$ cat src/hdl/gfla_pkg.sv
// ----------------------------------------------------------------------------
// gfla_pkg
// Shared types and constants for the log-domain finite field ALU.
// ----------------------------------------------------------------------------
package gfla_pkg;

  localparam int unsigned DEFAULT_ELEM_BITS = 8;

  // operation codes carried in the kind field
  localparam int unsigned KIND_W = 3;
  typedef enum logic [KIND_W-1:0] {
    KIND_ADD  = 3'd0,
    KIND_SUB  = 3'd1,
    KIND_MUL  = 3'd2,
    KIND_DIV  = 3'd3,
    KIND_NEG  = 3'd4,
    KIND_INV  = 3'd5,
    KIND_LOAD = 3'd6
  } kind_t;

  // configuration port
  localparam int unsigned APB_ADDR_W    = 3;
  localparam int unsigned APB_DATA_W    = 32;
  localparam int unsigned FIELD_SIZE_W  = 9;
  localparam logic [FIELD_SIZE_W-1:0] FIELD_SIZE_RESET = 9'd256;
  localparam int unsigned FIELD_SIZE_MIN = 2;

  // register index, taken from paddr[2]
  typedef enum logic [0:0] {
    REG_FIELD_SIZE = 1'b0,
    REG_ODD_CHAR   = 1'b1
  } reg_idx_t;

  // remainder bits retired per pipeline stage
  localparam int unsigned REDUCE_STEPS = 4;

endpackage

$ cat src/hdl/gfla_op_if.sv
// ----------------------------------------------------------------------------
// gfla_op_if
// Operation channel: valid/ready handshake with one operation item.
// ----------------------------------------------------------------------------
interface gfla_op_if
  import gfla_pkg::*;
#(
  parameter int unsigned ELEM_BITS = DEFAULT_ELEM_BITS
) ();
  logic                 valid;
  logic                 ready;
  logic [KIND_W-1:0]    kind;
  logic [ELEM_BITS-1:0] operand_a;
  logic [ELEM_BITS-1:0] operand_b;
  logic [ELEM_BITS-1:0] table_index;
  logic [ELEM_BITS-1:0] table_entry;

  modport source (
    output valid, kind, operand_a, operand_b, table_index, table_entry,
    input  ready
  );
  modport sink (
    input  valid, kind, operand_a, operand_b, table_index, table_entry,
    output ready
  );
endinterface

$ cat src/hdl/gfla_res_if.sv
// ----------------------------------------------------------------------------
// gfla_res_if
// Result channel: valid/ready handshake with one result item.
// ----------------------------------------------------------------------------
interface gfla_res_if
  import gfla_pkg::*;
#(
  parameter int unsigned ELEM_BITS = DEFAULT_ELEM_BITS
) ();
  logic                 valid;
  logic                 ready;
  logic [ELEM_BITS-1:0] result_value;
  logic                 error_flag;

  modport source (
    output valid, result_value, error_flag,
    input  ready
  );
  modport sink (
    input  valid, result_value, error_flag,
    output ready
  );
endinterface

$ cat src/hdl/gf_log_domain_alu.sv
// ----------------------------------------------------------------------------
// gf_log_domain_alu
// GF(q) arithmetic on log-coded elements (0 = zero, i = alpha^(i-1)).
// Items arrive on op (add, sub, mul, div, neg, inverse, Zech table load) and
// each gives exactly one item on res. Config (field size q, odd
// characteristic) is written over APB at 0x0 and 0x4; the user must write
// it only while the unit is idle, as the block itself does not enforce this.
// The two remainder pipelines retire four quotient bits per stage.
// Throughput: one item per cycle while res is not stalled.
// A Zech load writes the table as it leaves P1, the stage whose address the
// adds read, so every item sees exactly the loads accepted before it.
// When res stalls the whole pipeline holds and op.ready drops; the output
// register keeps its item until taken. Reset clears all valid bits and sets
// q = 256, characteristic two; the Zech table is not cleared and must be
// loaded before any add or subtract reads it.
// ----------------------------------------------------------------------------
module gf_log_domain_alu
  import gfla_pkg::*;
#(
  parameter int unsigned ELEM_BITS = DEFAULT_ELEM_BITS
) (
  input  logic                  clk,
  input  logic                  rst,
  // APB config port
  input  logic                  psel,
  input  logic                  penable,
  input  logic                  pwrite,
  input  logic [APB_ADDR_W-1:0] paddr,
  input  logic [APB_DATA_W-1:0] pwdata,
  output logic [APB_DATA_W-1:0] prdata,
  output logic                  pready,
  // item channels
  gfla_op_if.sink               op,
  gfla_res_if.source            res
);

  localparam int unsigned EB    = ELEM_BITS;
  localparam int unsigned QW    = EB + 1;
  localparam int unsigned CW    = (EB + 1 > FIELD_SIZE_W) ? EB + 1 : FIELD_SIZE_W;
  localparam int unsigned DEPTH = 1 << EB;
  localparam int unsigned K     = REDUCE_STEPS;
  // stages for operand reduction mod q and for the Zech sum mod (q-1)
  localparam int unsigned NA    = (EB + K - 1) / K;
  localparam int unsigned NS    = (EB + 1 + K - 1) / K;
  localparam int unsigned PADA  = NA * K;
  localparam int unsigned PADS  = NS * K;

  // --------------------------------------------------------------------------
  // Field arithmetic helpers
  // --------------------------------------------------------------------------

  // K steps of restoring long division, remainder only; r < d on entry
  function automatic logic [EB-1:0] rem_step(input logic [EB-1:0] r,
                                             input logic [K-1:0]  bits,
                                             input logic [EB:0]   d);
    logic [EB:0]   t;
    logic [EB-1:0] acc;
    acc = r;
    for (int i = K - 1; i >= 0; i--) begin
      t = {acc, bits[i]};
      if (t >= d) t = t - d;
      acc = t[EB-1:0];
    end
    return acc;
  endfunction

  // negation: half-period rotation in odd characteristic
  function automatic logic [EB-1:0] gf_neg(input logic [EB-1:0] x,
                                           input logic [EB-1:0] nn,
                                           input logic [EB-1:0] hh,
                                           input logic          oddc);
    logic [EB:0] t;
    t = (EB+1)'(x) + (EB+1)'(hh) - (EB+1)'(1);
    if (t >= (EB+1)'(nn)) t = t - (EB+1)'(nn);
    if (x == '0 || !oddc) return x;
    return EB'(t + (EB+1)'(1));
  endfunction

  function automatic logic [EB-1:0] gf_mul(input logic [EB-1:0] x,
                                           input logic [EB-1:0] y,
                                           input logic [EB-1:0] nn);
    logic [EB:0] t;
    t = (EB+1)'(x) + (EB+1)'(y) - (EB+1)'(2);
    if (t >= (EB+1)'(nn)) t = t - (EB+1)'(nn);
    if (x == '0 || y == '0) return '0;
    return EB'(t + (EB+1)'(1));
  endfunction

  // inverse of a nonzero element; zero is flagged elsewhere
  function automatic logic [EB-1:0] gf_inv(input logic [EB-1:0] x,
                                           input logic [QW-1:0] qq);
    if (x == EB'(1)) return EB'(1);
    return EB'(qq + QW'(1) - QW'(x));
  endfunction

  // --------------------------------------------------------------------------
  // Configuration registers
  // --------------------------------------------------------------------------
  logic [FIELD_SIZE_W-1:0] field_size;
  logic                    odd_characteristic;
  logic                    cfg_wr;

  assign pready = 1'b1;
  assign cfg_wr = psel && penable && pwrite;

  always_ff @(posedge clk) begin
    if (rst) begin
      field_size         <= FIELD_SIZE_RESET;
      odd_characteristic <= 1'b0;
    end else if (cfg_wr) begin
      unique case (reg_idx_t'(paddr[2]))
        REG_FIELD_SIZE: field_size         <= pwdata[FIELD_SIZE_W-1:0];
        REG_ODD_CHAR:   odd_characteristic <= pwdata[0];
      endcase
    end
  end

  always_comb begin
    unique case (reg_idx_t'(paddr[2]))
      REG_FIELD_SIZE: prdata = APB_DATA_W'(field_size);
      REG_ODD_CHAR:   prdata = APB_DATA_W'(odd_characteristic);
    endcase
  end

  // Effective q, clamped to [2, 2^E]; n = q-1; half-period for negation.
  // Config must be changed only while idle (not enforced): kept combinational.
  logic [CW-1:0] fs_ext;
  logic [CW-1:0] q_c;
  logic [QW-1:0] q;
  logic [EB-1:0] n;
  logic [EB-1:0] half;

  always_comb begin
    fs_ext = CW'(field_size);
    if (fs_ext < CW'(FIELD_SIZE_MIN))  q_c = CW'(FIELD_SIZE_MIN);
    else if (fs_ext > CW'(DEPTH))      q_c = CW'(DEPTH);
    else                               q_c = fs_ext;
    q    = QW'(q_c);
    n    = EB'(q - QW'(1));
    half = odd_characteristic ? (n >> 1) : '0;
  end

  // --------------------------------------------------------------------------
  // Pipeline control: a single advance for all stages. While a result waits
  // in the output register everything holds and op.ready drops with it.
  // --------------------------------------------------------------------------
  logic adv;

  assign adv      = !res.valid || res.ready;
  assign op.ready = adv;

  // --------------------------------------------------------------------------
  // Stages R0..R(NA-1): operands reduced mod q, K bits per stage
  // --------------------------------------------------------------------------
  logic [EB-1:0]   ra_r   [NA];
  logic [EB-1:0]   rb_r   [NA];
  logic [PADA-1:0] ra_v   [NA];
  logic [PADA-1:0] rb_v   [NA];
  logic [EB-1:0]   rti    [NA];
  logic [EB-1:0]   rte    [NA];
  kind_t           rk     [NA];
  logic            rvalid [NA];

  logic [EB-1:0]   ra_src [NA];
  logic [EB-1:0]   rb_src [NA];
  logic [PADA-1:0] rav_src[NA];
  logic [PADA-1:0] rbv_src[NA];
  logic [EB-1:0]   rti_src[NA];
  logic [EB-1:0]   rte_src[NA];
  kind_t           rk_src [NA];
  logic            rv_src [NA];
  logic [EB-1:0]   ra_nxt [NA];
  logic [EB-1:0]   rb_nxt [NA];

  always_comb begin
    ra_src[0]  = '0;
    rb_src[0]  = '0;
    rav_src[0] = PADA'(op.operand_a);
    rbv_src[0] = PADA'(op.operand_b);
    rti_src[0] = op.table_index;
    rte_src[0] = op.table_entry;
    rk_src[0]  = kind_t'(op.kind);
    rv_src[0]  = op.valid;
    for (int j = 1; j < NA; j++) begin
      ra_src[j]  = ra_r[j-1];
      rb_src[j]  = rb_r[j-1];
      rav_src[j] = ra_v[j-1];
      rbv_src[j] = rb_v[j-1];
      rti_src[j] = rti[j-1];
      rte_src[j] = rte[j-1];
      rk_src[j]  = rk[j-1];
      rv_src[j]  = rvalid[j-1];
    end
    for (int j = 0; j < NA; j++) begin
      ra_nxt[j] = rem_step(ra_src[j], rav_src[j][PADA-1-j*K -: K], q);
      rb_nxt[j] = rem_step(rb_src[j], rbv_src[j][PADA-1-j*K -: K], q);
    end
  end

  always_ff @(posedge clk) begin
    if (rst) begin
      for (int j = 0; j < NA; j++) rvalid[j] <= 1'b0;
    end else if (adv) begin
      for (int j = 0; j < NA; j++) rvalid[j] <= rv_src[j];
    end
  end

  always_ff @(posedge clk) begin
    if (adv) begin
      for (int j = 0; j < NA; j++) begin
        ra_r[j] <= ra_nxt[j];
        rb_r[j] <= rb_nxt[j];
        ra_v[j] <= rav_src[j];
        rb_v[j] <= rbv_src[j];
        rti[j]  <= rti_src[j];
        rte[j]  <= rte_src[j];
        rk[j]   <= rk_src[j];
      end
    end
  end

  // --------------------------------------------------------------------------
  // P1: negations, inverses, error detection
  // --------------------------------------------------------------------------
  logic          p1_valid;
  kind_t         p1_kind;
  logic [EB-1:0] p1_a;
  logic [EB-1:0] p1_y;     // right addend (b, or -b for sub)
  logic [EB-1:0] p1_my;    // right factor (b, or 1/b for div)
  logic [EB-1:0] p1_na;
  logic [EB-1:0] p1_inva;
  logic          p1_err;
  logic [EB-1:0] p1_ti;    // Zech address and value of a load
  logic [EB-1:0] p1_te;

  logic [EB-1:0] s1_a, s1_b;
  kind_t         s1_k;
  logic [EB-1:0] s1_y, s1_my;
  logic          s1_err;

  always_comb begin
    s1_a   = ra_r[NA-1];
    s1_b   = rb_r[NA-1];
    s1_k   = rk[NA-1];
    s1_y   = (s1_k == KIND_SUB) ? gf_neg(s1_b, n, half, odd_characteristic) : s1_b;
    s1_my  = (s1_k == KIND_DIV) ? gf_inv(s1_b, q) : s1_b;
    s1_err = (s1_k == KIND_DIV && s1_b == '0) || (s1_k == KIND_INV && s1_a == '0);
  end

  always_ff @(posedge clk) begin
    if (rst) p1_valid <= 1'b0;
    else if (adv) p1_valid <= rvalid[NA-1];
  end

  always_ff @(posedge clk) begin
    if (adv) begin
      p1_kind <= s1_k;
      p1_a    <= s1_a;
      p1_y    <= s1_y;
      p1_my   <= s1_my;
      p1_na   <= gf_neg(s1_a, n, half, odd_characteristic);
      p1_inva <= gf_inv(s1_a, q);
      p1_err  <= s1_err;
      p1_ti   <= rti[NA-1];
      p1_te   <= rte[NA-1];
    end
  end

  // --------------------------------------------------------------------------
  // Zech table: a load writes it as it leaves P1, in item order with the
  // reads, so an add sees only the loads ahead of it; read registered in P2
  // --------------------------------------------------------------------------
  logic [EB-1:0] zech_mem [DEPTH];
  logic [EB-1:0] zaddr;
  logic [EB-1:0] p2_z;

  always_ff @(posedge clk) begin
    if (adv) begin
      if (p1_valid && p1_kind == KIND_LOAD) begin
        zech_mem[p1_ti] <= p1_te;
      end
      p2_z <= zech_mem[zaddr];
    end
  end

  // --------------------------------------------------------------------------
  // P2: product, add special cases, Zech address (table read registered)
  // --------------------------------------------------------------------------
  logic          p2_valid;
  logic          p2_zech;  // result comes from the Zech sum
  logic [EB-1:0] p2_fix;   // result otherwise
  logic          p2_err;
  logic [EB-1:0] p2_lo;

  logic [EB-1:0] s2_ny, s2_hi, s2_lo, s2_fix;
  logic          s2_zech;

  always_comb begin
    s2_ny = gf_neg(p1_y, n, half, odd_characteristic);
    if (p1_a > p1_y) begin
      s2_hi = p1_a;
      s2_lo = p1_y;
    end else begin
      s2_hi = p1_y;
      s2_lo = p1_a;
    end
    zaddr   = s2_hi - s2_lo + EB'(1);
    s2_zech = 1'b0;
    s2_fix  = '0;
    unique case (p1_kind)
      KIND_ADD, KIND_SUB: begin
        // zero operand passes the other through; x + (-x) is zero
        if (p1_y == '0)              s2_fix  = p1_a;
        else if (p1_a == '0)         s2_fix  = p1_y;
        else if (p1_a != s2_ny)      s2_zech = 1'b1;
      end
      KIND_MUL, KIND_DIV: s2_fix = p1_err ? '0 : gf_mul(p1_a, p1_my, n);
      KIND_NEG:           s2_fix = p1_na;
      KIND_INV:           s2_fix = p1_err ? '0 : p1_inva;
      default:            s2_fix = '0;
    endcase
  end

  always_ff @(posedge clk) begin
    if (rst) p2_valid <= 1'b0;
    else if (adv) p2_valid <= p1_valid;
  end

  always_ff @(posedge clk) begin
    if (adv) begin
      p2_zech <= s2_zech;
      p2_fix  <= s2_fix;
      p2_err  <= p1_err;
      p2_lo   <= s2_lo;
    end
  end

  // --------------------------------------------------------------------------
  // Stages S0..S(NS-1): (lo + zech - 1) mod (q-1), K bits per stage
  // --------------------------------------------------------------------------
  logic [EB-1:0]   sr_r   [NS];
  logic [PADS-1:0] sr_v   [NS];
  logic            sz     [NS];
  logic [EB-1:0]   sfix   [NS];
  logic            serr   [NS];
  logic            svalid [NS];

  logic [EB-1:0]   sr_src [NS];
  logic [PADS-1:0] sv_src [NS];
  logic            sz_src [NS];
  logic [EB-1:0]   sf_src [NS];
  logic            se_src [NS];
  logic            svl_src[NS];
  logic [EB-1:0]   sr_nxt [NS];
  logic [EB:0]     zsum;

  always_comb begin
    // lo >= 1 whenever the Zech path is taken, so no underflow there
    zsum       = (EB+1)'(p2_lo) + (EB+1)'(p2_z) - (EB+1)'(1);
    sr_src[0]  = '0;
    sv_src[0]  = PADS'(zsum);
    sz_src[0]  = p2_zech;
    sf_src[0]  = p2_fix;
    se_src[0]  = p2_err;
    svl_src[0] = p2_valid;
    for (int j = 1; j < NS; j++) begin
      sr_src[j]  = sr_r[j-1];
      sv_src[j]  = sr_v[j-1];
      sz_src[j]  = sz[j-1];
      sf_src[j]  = sfix[j-1];
      se_src[j]  = serr[j-1];
      svl_src[j] = svalid[j-1];
    end
    for (int j = 0; j < NS; j++) begin
      sr_nxt[j] = rem_step(sr_src[j], sv_src[j][PADS-1-j*K -: K], {1'b0, n});
    end
  end

  always_ff @(posedge clk) begin
    if (rst) begin
      for (int j = 0; j < NS; j++) svalid[j] <= 1'b0;
    end else if (adv) begin
      for (int j = 0; j < NS; j++) svalid[j] <= svl_src[j];
    end
  end

  always_ff @(posedge clk) begin
    if (adv) begin
      for (int j = 0; j < NS; j++) begin
        sr_r[j] <= sr_nxt[j];
        sr_v[j] <= sv_src[j];
        sz[j]   <= sz_src[j];
        sfix[j] <= sf_src[j];
        serr[j] <= se_src[j];
      end
    end
  end

  // --------------------------------------------------------------------------
  // Output register
  // --------------------------------------------------------------------------
  logic          out_valid;
  logic [EB-1:0] out_value;
  logic          out_err;

  always_ff @(posedge clk) begin
    if (rst) out_valid <= 1'b0;
    else if (adv) out_valid <= svalid[NS-1];
  end

  always_ff @(posedge clk) begin
    if (adv) begin
      out_value <= sz[NS-1] ? (sr_r[NS-1] + EB'(1)) : sfix[NS-1];
      out_err   <= serr[NS-1];
    end
  end

  assign res.valid        = out_valid;
  assign res.result_value = out_value;
  assign res.error_flag   = out_err;

endmodule
$ cat src/flat_wrapper.sv
// flat-port wrapper written by rule: the top's interface ports become plain ports
module gf_log_domain_alu_flat import gfla_pkg::*;
#(
  parameter int unsigned ELEM_BITS = DEFAULT_ELEM_BITS
)
  (clk, rst, psel, penable, pwrite, paddr, pwdata, prdata, pready, op_valid, op_kind, op_operand_a, op_operand_b, op_table_index, op_table_entry, op_ready, res_valid, res_result_value, res_error_flag, res_ready);
  gfla_op_if #(.ELEM_BITS(ELEM_BITS)) op_i ();
  gfla_res_if #(.ELEM_BITS(ELEM_BITS)) res_i ();
  input  logic clk;
  input  logic rst;
  input  logic psel;
  input  logic penable;
  input  logic pwrite;
  input  logic [APB_ADDR_W-1:0] paddr;
  input  logic [APB_DATA_W-1:0] pwdata;
  output logic [APB_DATA_W-1:0] prdata;
  output logic pready;
  input wire logic [$bits(op_i.valid)-1:0] op_valid;
  input wire logic [$bits(op_i.kind)-1:0] op_kind;
  input wire logic [$bits(op_i.operand_a)-1:0] op_operand_a;
  input wire logic [$bits(op_i.operand_b)-1:0] op_operand_b;
  input wire logic [$bits(op_i.table_index)-1:0] op_table_index;
  input wire logic [$bits(op_i.table_entry)-1:0] op_table_entry;
  output wire logic [$bits(op_i.ready)-1:0] op_ready;
  output wire logic [$bits(res_i.valid)-1:0] res_valid;
  output wire logic [$bits(res_i.result_value)-1:0] res_result_value;
  output wire logic [$bits(res_i.error_flag)-1:0] res_error_flag;
  input wire logic [$bits(res_i.ready)-1:0] res_ready;
  assign op_i.valid = op_valid;
  assign op_i.kind = op_kind;
  assign op_i.operand_a = op_operand_a;
  assign op_i.operand_b = op_operand_b;
  assign op_i.table_index = op_table_index;
  assign op_i.table_entry = op_table_entry;
  assign op_ready = op_i.ready;
  assign res_valid = res_i.valid;
  assign res_result_value = res_i.result_value;
  assign res_error_flag = res_i.error_flag;
  assign res_i.ready = res_ready;
  gf_log_domain_alu #(.ELEM_BITS(ELEM_BITS)) u_core (.clk(clk), .rst(rst), .psel(psel), .penable(penable), .pwrite(pwrite), .paddr(paddr), .pwdata(pwdata), .prdata(prdata), .pready(pready), .op(op_i), .res(res_i));
endmodule
$ cat config.mk
export PLATFORM = sky130hd
export DESIGN_NAME = gf_log_domain_alu_flat
export DESIGN_NICKNAME = d
export VERILOG_FILES = /design/src/hdl/gfla_pkg.sv /design/src/hdl/gfla_op_if.sv /design/src/hdl/gfla_res_if.sv /design/src/hdl/gf_log_domain_alu.sv /design/src/flat_wrapper.sv
export SDC_FILE = /design/constraint.sdc
export NUM_CORES = 2
export LEC_CHECK = 0
export BUFFER_PORTS_ARGS = -buffer_cell sky130_fd_sc_hd__buf_4
export CAP_MARGIN = 20
export CORE_MARGIN = 10
export CORE_UTILIZATION = 40
export DETAILED_ROUTE_END_ITERATION = 8
export HOLD_SLACK_MARGIN = 0.12
export PLACE_DENSITY = 0.62
export SLEW_MARGIN = 20
export SYNTH_ARGS = -nofsm -noshare
export SYNTH_HDL_FRONTEND = slang
export SYNTH_SLANG_ARGS = --single-unit
export TNS_END_PERCENT = 50
$ cat constraint.sdc
create_clock -name clk -period 15.95 [get_ports clk]
set_clock_uncertainty 0.05 [all_clocks]
set_input_delay 1.595 -clock clk [delete_from_list [all_inputs] [get_ports clk]]
set_output_delay 1.595 -clock clk [all_outputs]
set_load 0.01 [all_outputs]
# Yosys cells after proc, flatten, opt, wreduce, memory -nomap -nowiden
# Memory sizes are Yosys's and may differ from the RTL's. A register that Yosys moved wholly into a read port is not among the register bits.
# Index checks and enable logic that the tools add are counted.
[word_totals] in_bits=77 out_inout_bits=44 ram_bits=2245 ff_bits=81 n_memories=15
[op_classes] n_bitwise=7 n_reduce_logical=24 mux=84 order_cmp=35 n_eq_ne=12 n_addsub=53
[memory_table] name="u_core.zech_mem" words=256 word_bits=8 read_ports=1 rd_clocked_by_memory_dff=1 write_ports=1 line_no="gf_log_domain_alu.sv:273" source="logic [EB-1:0] zech_mem [DEPTH];"
[memory_table] name="u_core.sr_v" words=3 word_bits=12 read_ports=2 rd_clocked_by_memory_dff=0 write_ports=3 line_no="gf_log_domain_alu.sv:342" source="logic [PADS-1:0] sr_v [NS];"
[memory_table] name="u_core.sfix" words=3 word_bits=8 read_ports=3 rd_clocked_by_memory_dff=0 write_ports=3 line_no="gf_log_domain_alu.sv:344" source="logic [EB-1:0] sfix [NS];"
[memory_table] name="u_core.sr_r" words=3 word_bits=8 read_ports=3 rd_clocked_by_memory_dff=0 write_ports=3 line_no="gf_log_domain_alu.sv:341" source="logic [EB-1:0] sr_r [NS];"
[memory_table] name="u_core.ra_r" words=2 word_bits=8 read_ports=2 rd_clocked_by_memory_dff=0 write_ports=2 line_no="gf_log_domain_alu.sv:155" source="logic [EB-1:0] ra_r [NA];"
[memory_table] name="u_core.ra_v" words=2 word_bits=8 read_ports=1 rd_clocked_by_memory_dff=0 write_ports=2 line_no="gf_log_domain_alu.sv:157" source="logic [PADA-1:0] ra_v [NA];"
[memory_table] name="9 more memories"
[ops] operator="2-to-1 mux 8 bit" count=55
[ops] operator="subtractor 8 bit" count=32
[ops] operator="greater-or-equal comparator 9 x 8 -> 1 bit" count=15
[ops] operator="greater-or-equal comparator 9 bit" count=14
[ops] operator="one-hot mux 32 bit (2 select lines)" count=1
[ops] operator="adder 8 x 1 -> 8 bit (second input constant)" count=7
[ops] operator="adder 8 x 8 -> 9 bit" count=5
[ops] operator="zero test 8 bit" count=5
[ops] operator="subtractor 9 x 1 -> 9 bit (second input constant)" count=4
[ops] operator="one-hot mux 8 bit (4 select lines)" count=1
[ops] operator="2-to-1 mux 1 bit" count=24
[ops] operator="greater-or-equal comparator 1 x 9 -> 1 bit" count=2
[ops] operator="2-to-1 mux 9 bit" count=2
[ops] operator="equality test 8 x 1 -> 1 bit (second input constant)" count=2
[ops] operator="subtractor 1 x 8 -> 8 bit" count=2
[ops] operator="equality test 3 bit (second input constant)" count=4
[ops] operator="equality test 3 x 2 -> 1 bit (second input constant)" count=3
[ops] operator="> comparator 9 bit (second input constant)" count=1
[ops] operator="less-than comparator 9 x 2 -> 1 bit (second input constant)" count=1
[ops] operator="subtractor 9 x 2 -> 9 bit (second input constant)" count=1
[ops] operator="greater-or-equal comparator 1 x 8 -> 1 bit (first input constant)" count=1
[ops] operator="> comparator 8 bit" count=1
[ops] operator="inequality test 8 bit" count=1
[ops] operator="subtractor 1 x 8 -> 8 bit (first input constant)" count=1
[ops] operator="12 further kinds" count=30

# Logic depth before layout (Yosys ltp)
[depth] ltp_word=13 depth_mapped=55 ltp_nobuf=46

# Worst setup path after synthesis
# OpenSTA, ideal clock, no wires.
[synth_timing] kind="register -> register" from="reg u_core.field_size[8]" to="mem u_core.sr_r[0][9] (netlist bit), data pin" path_stages_with_launch=54 arrival_ps=11408 setup_slack_ps=4230 path_cell_list="dfxtp_1 clkbuf_1 nor3_1 a21o_1 buf_2 inv_1 clkbuf_1 clkbuf_1 clkbuf_1 clkbuf_1 ha_1 nand3_1 xnor2_1 ha_1 clkbuf_1 nand2_1 a2111oi_0 a2111oi_1 (+18 left out) a21boi_0 o21ai_0 o211ai_1 a21oi_1 nand2_1 buf_4 a21oi_1 ha_1 a21o_1 a21o_1 nor2_1 nor2_1 nand4_1 a41oi_1 maj3_1 nand2_1 and2_1 mux2_1"
[synth_rtl] item="start, declared" line_no="gf_log_domain_alu.sv:99" source="logic [FIELD_SIZE_W-1:0] field_size;"
[synth_rtl] item="start signal, assigned" line_no="gf_log_domain_alu.sv:112" source="REG_FIELD_SIZE: field_size <= pwdata[FIELD_SIZE_W-1:0];"
[synth_rtl] item="end, declared" line_no="gf_log_domain_alu.sv:341"

==> impl_results.md <==
- Outcome: finished clean
- Area Growth Syn to Fin: 11.9%
- Setup crit end kind: register
- IO Pins: 121
- Final critical-path share of the clock period: 76.7%
- Post-CTS setup buffers: 0
- WL/cell: 25.0 µm
- CTS tree: built
- Fill count: 22,100
- Sink Count: 2,305
- Critical path type: register to register
- Synthesis-stage register bit count: 2,305
- Slew Viols, Final: 0
- Area leader, netlist: edfxtp_1
- Yosys cell types: 104
- Async S/R FF share, synth: 0%
- Starting Density: 40.2%
- Htree depth: 4
- Final hold vios: 0
- CTS Hold Buffers Added: 0
- Setup TNS: 0 ps
- Post-synth top flop: edfxtp_1
- Worst-path clk slew: 60 ps
- Most frequent cell after synthesis: edfxtp_1
- Commonest cells in the synthesized netlist: edfxtp_1, mux4_2, nor2_1
- Critical-path top delay cell: nor3_1
- Crit path top cell by count: o21ai_0
- Mean Syn Cell Area: 17.1 µm²
- F_max: 81.8 MHz
- Synth top area share: 65.8%
- GR Overflow Total: 0
- PortBufs: 71
- Unrepaired setup endpoints after global routing: false
- Final Setup Violations: 0
- Worst min-delay path category: register to register
- Die Y: 531 µm
- Mapped Cells: 6,127
- Arr. time, crit path: 12,730 ps
- Mapped Area: 105,000 µm²
- First DRT Iteration DRCs: 4,997
- Final net count: 6,716
- Post-CTS sizing: 0
- Synth Warn #: 0
- First-pass GRT wire length: 373 mm
- Sequential fraction of the synthesis area: 66.0%
- Clock Path Buffers: 4
- Clk root buf: clkbuf_16
- Routed WL: 249 mm
- Largest net degree at the start of global routing: 256
- Maximum capacitance violations: 0
- Crit path time final: 12,230 ps
- Final GP Congestion: 0.827
- Max incr delay on CP: 670 ps
- DR DRC count: 0
- Top post-synthesis cells by area: edfxtp_1, mux4_2, ha_1, nor2_1, xnor2_1
- Core Area: 260,000 µm²
- Die W: 531 µm
- Worst skew pair latency: 910 ps
- Initial antenna violation count: 5
- CP required: 16,450 ps
- Via count: 55,800
- Clock buffers created by TritonCTS: 238
- Vias in the first global route: 56,900
- Tot GR Track Use: 17.1%
- Layout cell share with drive strength beyond 1: 20.0%
- DRT Pass-1 Iters: 6
- Row count: 187
- Type of origin of the critical path: register
- DRT antenna net count: 0
- HPWL Detailed: 155 mm
- CP max FO: 32
- Post-synth EDFFs: 2,292
- Vias per inst: 5.59
- DIE AREA: 282,000 µm²
- Worst slew margin: 21.9%
- Slew @ Worst Pin: 1170 ps
logic make-up after synthesis:
group | share of synthesized area, %
flip-flops | 66.0
AND/OR/NAND/NOR | 4.54
multiplexers | 15.5
AO/OA/AOI/OAI | 4.97
buffers and inverters | 2.10
adder cells (fa/ha/maj) | 4.51
XOR/XNOR | 2.34
other | 0.00718
layout make-up:
class | count | area, µm² | share of cell area (%)
sequential | 2305 | 69100 | 59.0
multi-input combinational | 3310 | 33600 | 28.7
clock buffer | 283 | 6120 | 5.23
tap | 3496 | 4370 | 3.74
timing repair buffer | 154 | 1380 | 1.18
clock inverter | 148 | 1370 | 1.17
inverter | 276 | 1040 | 0.892
antenna | 3 | 7.51 | 0.00641
worst paths after layout:
| check | from | to | slack [ps] | cells past startpoint |
|---|---|---|---|---|
| worst max-delay path | u_core.field_size[8] | u_core.sr_r[0][9] | 3720 | 44 |
| worst min-delay path | u_core.p2_err | u_core.serr[0] | 360 | 0 |
| worst max register to register | u_core.field_size[8] | u_core.sr_r[0][9] | 3720 | 44 |
| worst min register to register | u_core.p2_err | u_core.serr[0] | 360 | 0 |
layer usage:
layer  share of wire [%]  wire length (µm)  global-route usage (%)
met1                  43            107000                    23.8
met2                  48            120000                    28.1
met3                 6.3             15800                    2.84
met4                 2.6              6400                    4.38
met5                   0                 0                       0
cell usage in the layout (no fill, tap or decap), types with 14 or more instances in the layout:
| master | count |
|---|---|
| nand2b_1 | 25 |
| conb_1 | 41 |
| nor2b_1 | 40 |
| fa_1 | 20 |
| nand2_1 | 243 |
| clkinv_1 | 53 |
| nor3_1 | 33 |
| ha_1 | 330 |
| or3_1 | 14 |
| o21bai_1 | 35 |
| nand4_1 | 36 |
| buf_4 | 137 |
| a21oi_1 | 237 |
| bufinv_16 | 22 |
| o21a_1 | 25 |
| clkbuf_1 | 45 |
| a21o_1 | 98 |
| clkinv_2 | 45 |
| and2_1 | 33 |
| a31oi_1 | 25 |
| mux4_2 | 656 |
| nor2_1 | 474 |
| clkbuf_16 | 238 |
| o21ai_0 | 153 |
| mux2_2 | 85 |
| edfxtp_1 | 2292 |
| nand3_1 | 65 |
| a211oi_1 | 42 |
| xnor2_1 | 195 |
| mux2i_1 | 43 |
| xor2_1 | 74 |
| clkinvlp_4 | 16 |
| inv_1 | 272 |
| a311oi_1 | 23 |
metrics by stage:
step	area (µm²)	worst slack [ps]	instances	hold WS (ps)	utilization, %
2_1_floorplan	105000	4230	6166	350	-
5_1_grt	117000	2680	9974	368	45.0
3_5_place_dp	109000	3890	9538	355	42.1
3_3_place_gp	109000	3860	9537	352	42.1
6_report	117000	3720	9975	357	45.0
4_1_cts	117000	3800	9969	352	45.0
worst max-delay path, delay by kind of cell (launching register included):
family | cells | cell delay, ps
adder cells (fa/ha/maj) | 6 | 2030
AND/OR/NAND/NOR | 10 | 2210
buffers and inverters | 2 | 580
flip-flops | 1 | 510
AO/OA/AOI/OAI | 24 | 5810
multiplexers | 2 | 740
sequential cells by signal (all words and copies together), names as in the netlist, 9 cells and up:
name               flops
u_core.ra_r           16
u_core.field_size      9
u_core.zech_mem     2048
u_core.rti            16
u_core.rte            16
u_core.sr_r           24
u_core.sfix           24
u_core.sr_v           12
u_core.rb_r           16
Power is not shown: default switching activity piles up to over one toggle a cycle in this logic, so the estimate is an artifact.
